==> config.mk <==
export PLATFORM = sky130hd
export DESIGN_NAME = cdq_ram
export DESIGN_NICKNAME = d
export VERILOG_FILES = /design/src/hw/rtl/cdq_ram.sv
export SDC_FILE = /design/constraint.sdc
export NUM_CORES = 1
export LEC_CHECK = 0
export ABC_AREA = 1
export BUFFER_PORTS_ARGS = -buffer_cell sky130_fd_sc_hd__buf_2
export CAP_MARGIN = 10
export CORE_ASPECT_RATIO = 1.2
export CORE_UTILIZATION = 30
export DETAILED_ROUTE_END_ITERATION = 6
export SLEW_MARGIN = 0
export SYNTH_ARGS = -nofsm -noshare
export SYNTH_HDL_FRONTEND = slang
export SYNTH_SLANG_ARGS = --single-unit
==> constraint.sdc <==
create_clock -name clk_i -period 2 [get_ports clk_i]
set_input_delay 0.2 -clock clk_i [delete_from_list [all_inputs] [get_ports clk_i]]
set_output_delay 0.2 -clock clk_i [all_outputs]
set_load 0.005 [all_outputs]
==> src/hw/rtl/cdq_ram.sv <==
// generic single write port, single read port ram with registered read data
// no dependencies
module cdq_ram #(
  parameter int unsigned Depth = 2,
  parameter int unsigned Width = 32,
  localparam int unsigned AddrW = (Depth > 1) ? $clog2(Depth) : 1
) (
  input  logic             clk_i,
  input  logic             we_i,
  input  logic [AddrW-1:0] waddr_i,
  input  logic [Width-1:0] wdata_i,
  input  logic             re_i,
  input  logic [AddrW-1:0] raddr_i,
  output logic [Width-1:0] rdata_o
);

  logic [Width-1:0] mem [Depth];
  logic [Width-1:0] rdata_q;

  always_ff @(posedge clk_i) begin
    if (we_i) begin
      mem[waddr_i] <= wdata_i;
    end
  end

  always_ff @(posedge clk_i) begin
    if (re_i) begin
      rdata_q <= mem[raddr_i];
    end
  end

  assign rdata_o = rdata_q;

endmodule

==> metrics, run 1 <==
Mapped Cells=a little over 200; cell depth of the worst setup path=1; initial antenna violation count=0; Die ar.=between 10000 and 15000 µm²; highest attainable clock frequency=931 MHz; maximum number of pins on one net before global-route repair=33; top routing layer in use=met4; number of standard-cell rows in the floorplan=42; Worst Hold Slack=around 54 ps; Max-cap violations=0; worst setup path startpoint=rdata_o[30]; CTS root buf=clkbuf_16; Avg Synthesized Cell Area=approximately 17 µm²; net count after synthesis=around 240; setup repair after global routing missed its margin=no; H-Tree Level Count=3; Ys Warns=0; worst r2r dst=rdata_o[0]; detailed-route wire length=about 5.5 mm; measured slew at the worst slew-check pin=approximately 470 ps; remaining antenna violation count after routing=0; number of antenna cells inserted=0; number of hold violations in the final report=0; vertical die dimension=between 100 and 150 µm; clock period minus worst slack=approximately 1100 ps; final weighted congestion in routability-driven placement=0.598; register-to-register path setup slack=approximately 1200 ps; detailed route wirelength on metal3=between 200 and 250 µm; normalized max-slew margin=between 60% and 70%; leakage power total=between 1.5 and 2 nW; fillers=approximately 1100; number of buffers added for setup after CTS=0; cell taking the most area after synthesis=edfxtp_1; clock latency reported for the late side of the worst-skew pair=roughly 330 ps; number of different library cells in the post-synthesis netlist=9; critical path peak fanout=1; post-CTS sizing=0; areal power density over the cells=approximately 1000 nW/µm²; CTS clk-pin slew, worst paths=60 ps; final instance count without filler cells=roughly 420; cell area after synthesis=about 3400 µm²; routed length on met2=2.69 mm; number of buffers inserted for hold repair after clock tree synthesis=0; Global Route Usage Sum=10.2%; area of the core=11000 µm²; Die X-Extent=99.0 µm; clock tree from TritonCTS=done; Worst Path Class, Setup=reg -> out; Area contributors post-synth=edfxtp_1 (85%), nand2_1 (9.6%), nand2_2 (1.8%); Nets=roughly 320; cell with the largest stage delay on the worst path=edfxtp_1; IO buf count=68; wire length of the first global-routing pass=roughly 8.6 mm; startpoint types=flip-flop; Final Total Pwr=between 4 and 5 mW; share of synthesized area occupied by flip-flops and latches=85.0%; vias in the first global route=roughly 1700; R2R Path Start=mem[0][0]; worst voltage drop across the vdd grid=376 µV; status=complete, no violations; Inserted Clock Buffers=9; Clock Path Buffers=2; Final TNS setup=0 ps; Vias=~1700; fraction of registers with async set or reset after synthesis=0%; leading cell type by number of instances after synthesis=edfxtp_1; termination of the worst setup path=rdata_o[30]; area growth from synthesis to layout=22.4%; # clock sinks=96; Final Cycle Share=~54%; share of post-route cells with drive strength above 1=33.6%; share of the synthesized area in the top cell type=85.0%; Remaining DRCs=0; DRT iter0 DRCs=64; register bit count reported by yosys=96; most numerous cell types in the synthesized netlist=edfxtp_1 (96), nand2_1 (87), nand2_2 (10); arrival time of data at the critical path endpoint=slightly below 900 ps; worst min-delay path category=in -> reg; I/O Pins=69; reg2reg path depth=2; number of pins with negative max-slew slack in the final report=0; met1 WL=~2.5 mm; number of detailed-routing iterations run before antenna repair=4; WL/cell=13.2 µm; count of final setup violators=0; total global routing overflow=0; list of cells traversed by the critical path=buf_2; Cells after DPL=about 400; required time of the critical path=1800 ps; most frequently used flop master after synthesis=edfxtp_1; capturing element type of the critical path=output port; number of enable-type register cells in the synthesized netlist=96; post-DP HPWL=about 3.5 mm; via count normalized by instance count=between 4 and 5; family of cells with the greatest summed delay on the critical path=flip-flops; initial core utilization=~31%; delay of the slowest critical-path stage=about 400 ps; Clock Skew=about 4.5 ps; buffers and inverters on the worst path=1
[registers in the layout, summed over array words and instances (netlist names)]
name / cells
mem: 64
rdata_o: 32
[worst register-to-register path: stages (launching register included)]
cell and delay (ps):
edfxtp_1 390, nand2_2 80, nand2_1 50
[power by group]
group          internal [mW]  switching (mW)
registers               2.38          0.0355
logic                 0.0947           0.138
clock network          0.949           0.655
[layout make-up]
cell class	count	area, µm²	share of cell area [%]
repair buffers	73	403	9.71
flip-flops and latches	96	2880	69.5
clock buffers	10	229	5.52
multi-input cells	98	400	9.65
inverters	3	18.8	0.452
clock inverters	6	50.0	1.21
well taps	132	165	3.98
[per-layer routing]
layer | track usage (%) | vias to the layer above
li1 | - | 861
met1 | 12.6 | 814
met2 | 15.6 | 42
met3 | 3.02 | 9
met4 | 5.97 | 0
met5 | 0 | -
[how the worst min path moves through the flow]
| stage | startpoint | end | slack [ps] | depth (start not counted) |
|---|---|---|---|---|
| 6_report | wdata_i[11] | mem[0][11] | 50 | 1 |
| 5_1_grt | wdata_i[20] | mem[1][20] | 40 | 1 |
| 4_1_cts | wdata_i[20] | mem[0][20] | 40 | 1 |
| 3_5_place_dp | wdata_i[20] | mem[0][20] | 390 | 1 |
| 3_3_place_gp | wdata_i[11] | mem[1][11] | 390 | 1 |
| 2_1_floorplan | wdata_i[0] | mem[0][0] | 300 | 0 |
[cell families (layout without fill, tap and decap cells)]
group	after synthesis	in the layout	share of synthesized area, %
DFF	96	96	85.0
buffers and inverters	10	92	3.36
and+or+nand+nor	98	98	11.6
[per-stage QoR]
step / setup WS [ps] / instance area, µm² / utilization, %
after floorplan: 535 / 3390 / -
after CTS: 912 / 4150 / 37.6
after global routing: 884 / 4150 / 37.6
after detailed placement: 718 / 3870 / 35.1
after global placement: 719 / 3870 / 35.1
final: 926 / 4150 / 37.6
[cell usage in the layout (no fill, tap or decap)]
master and instances:
buf_12 2, buf_2 68, buf_4 3, bufinv_16 1, clkbuf_1 1, clkbuf_16 9
clkinv_1 4, clkinv_2 1, edfxtp_1 96, inv_1 2, inv_8 1, nand2_1 87
nand2_2 10, nor2_4 1
(Power assumes the default switching activity.)
==> run 2, diff against run 1 <==
==> constraint.sdc (replaced) <==
create_clock -name clk_i -period 1.1 [get_ports clk_i]
set_input_delay 0.11 -clock clk_i [delete_from_list [all_inputs] [get_ports clk_i]]
set_output_delay 0.11 -clock clk_i [all_outputs]
set_load 0.005 [all_outputs]
==> metrics, run 2 (synthesis gave the netlist of run 1 again) <==
highest attainable clock frequency=between 1000 and 1500 MHz; cell with the largest stage delay on the worst path=edfxtp_1 (unchanged); Die ar.=11700 µm² (unchanged); internal power=6.08 mW (was 3.42 mW); combinational cell fraction of total power=7.0% (was 5.5%); cell depth of the worst setup path=1 (unchanged); Max-cap violations=0 (unchanged); number of hold violations in the final report=0 (unchanged); vertical die dimension=118 µm (unchanged); Die X-Extent=99.0 µm (unchanged); total global routing overflow=0 (unchanged); family of cells with the greatest summed delay on the critical path=flip-flops (unchanged); Place WS=161 ps (was 718 ps); final weighted congestion in routability-driven placement=0.579 (was 0.598); share of post-route cells with drive strength above 1=32.0% (was 33.6%); Vias=1847 (was 1726); Layout Utilization=40.8% (was 37.6%); arrival time of data at the critical path endpoint=860 ps (was 870 ps); number of flip-flops under the largest register name=64 (unchanged); worst min-delay path category=in -> reg (unchanged); H-Tree Level Count=3 (unchanged); most common library cell in the layout ignoring fill and taps=edfxtp_1 (unchanged); count of final setup violators=0 (unchanged); maximum number of pins on one net before global-route repair=33 (unchanged); largest register by flop count=mem (unchanged); DRT iter0 DRCs=78 (was 64); clock power share=35.7% (was 37.7%); Nets=354 (was 318); CTS root buf=clkbuf_16 (unchanged); leakage power total=1.80 nW (was 1.67 nW); initial core utilization=30.7% (unchanged); initial antenna violation count=0 (unchanged); CTS clk-pin slew, worst paths=60 ps (about the same); clock period minus worst slack=972 ps; area growth from synthesis to layout=32.8% (was 22.4%); reg2reg path depth=2 (unchanged); number of standard-cell rows in the floorplan=42 (unchanged); required time of the critical path=990 ps (was 1800 ps); Worst Path Class, Setup=reg -> out (unchanged); Global Route Usage Sum=10.6% (was 10.2%); area of the core=11000 µm² (unchanged); WL/cell=12.5 µm (was 13.2 µm); normalized max-slew margin=84.7% (was 68.5%); areal power density over the cells=1700 nW/µm² (was 1020 nW/µm²); wire length of the first global-routing pass=9.09 mm (was 8.56 mm); Psw=1.55 mW (was 828 µW); list of cells traversed by the critical path=buf_2 (unchanged); vias in the first global route=1883 (was 1683); Remaining DRCs=0 (unchanged); setup repair after global routing missed its margin=no (unchanged); IO buf count=68 (unchanged); worst voltage drop across the vdd grid=606 µV (was 376 µV); Final TNS setup=0 ps (unchanged); remaining antenna violation count after routing=0 (unchanged); buffers and inverters on the worst path=1 (unchanged); measured slew at the worst slew-check pin=229 ps (was 471 ps); # clock sinks=96 (unchanged); I/O Pins=69 (unchanged); clock tree from TritonCTS=done (unchanged); Final Cycle Share=around nine tenths; via count normalized by instance count=4.07 (was 4.13); Sw Ratio=20.3% (was 19.5%); startpoint types=flip-flop (unchanged); capturing element type of the critical path=output port (unchanged); slack of the critical path=128 ps (was 926 ps); Hold Path Stages=2 (was 1); number of detailed-routing iterations run before antenna repair=4 (unchanged); Inserted Clock Buffers=9 (unchanged); status=complete, no violations (unchanged); Sequential Power Share=57.4% (was 56.8%); delay of the slowest critical-path stage=390 ps (was 400 ps); clock latency reported for the late side of the worst-skew pair=330 ps (about the same); detailed-route wire length=5.70 mm (was 5.54 mm); critical path peak fanout=1 (unchanged); Clock Path Buffers=2 (unchanged); Clock Skew=3.54 ps (was 4.50 ps); number of pins with negative max-slew slack in the final report=0 (unchanged); commonest non-fill, non-tap cells in the layout=edfxtp_1 (96), nand2_1 (87), buf_2 (68), dlygate4sd3_1 (32), nand2_2 (10) (was edfxtp_1 (96), nand2_1 (87), buf_2 (68), nand2_2 (10), clkbuf_16 (9)); Worst Hold Slack=247 ps (was 53.5 ps); number of antenna cells inserted=0 (unchanged); post-DP HPWL=3.59 mm (was 3.53 mm)
==> run 2: worst paths after layout <==
path / from / end / slack, ps
worst max-delay path: rdata_o[24] / rdata_o[24] / 130
worst min-delay path: re_i / rdata_o[7] / 250
worst max register to register: mem[1][13] / rdata_o[13] / 360
worst min register to register: mem[0][10] / rdata_o[10] / 510
==> run 2: final cells by class <==
type,instances,area (µm²)
Inverter,3,22.5
Sequential cell,96,2880
Multi-Input combinational cell,98,400
Tap cell,132,165
Clock buffer,9,225
Timing Repair Buffer,109,766
Fill cell,1020,6540
Clock inverter,7,38.8
==> run 2: timing repair <==
| item | CTS | global route |
|---|---|---|
| hold buffers | 32 | 0 |
| endpoints found under the hold margin | 64 | 0 |
| gates resized for setup | 0 | 0 |
| setup buffers | 0 | 0 |
==> run 2: stage by stage <==
stage          instances  power (mW)  cell area, µm²
2_1_floorplan        204        4.66            3400
3_3_place_gp         406        4.90            3920
3_5_place_dp         406        4.92            3920
4_1_cts              454        7.74            4500
5_1_grt              454        7.94            4500
6_report             454        7.64            4500
==> run 2: power groups by stage <==
stage / Combinational, mW / Clock [mW] / Sequential, mW
after floorplan: 0.193 / 0 / 4.47
after global placement: 0.440 / 0 / 4.46
after detailed placement: 0.459 / 0 / 4.46
after CTS: 0.547 / 2.81 / 4.38
after global routing: 0.595 / 2.94 / 4.40
final: 0.532 / 2.72 / 4.38
==> run 2: metal layers <==
layer  vias up  wire [µm]  track usage, %
li1        929          -               -
met1       862       2400            12.4
met2        44       2900            17.7
met3        12        267            3.13
met4         0        131            5.60
met5         -          0               0
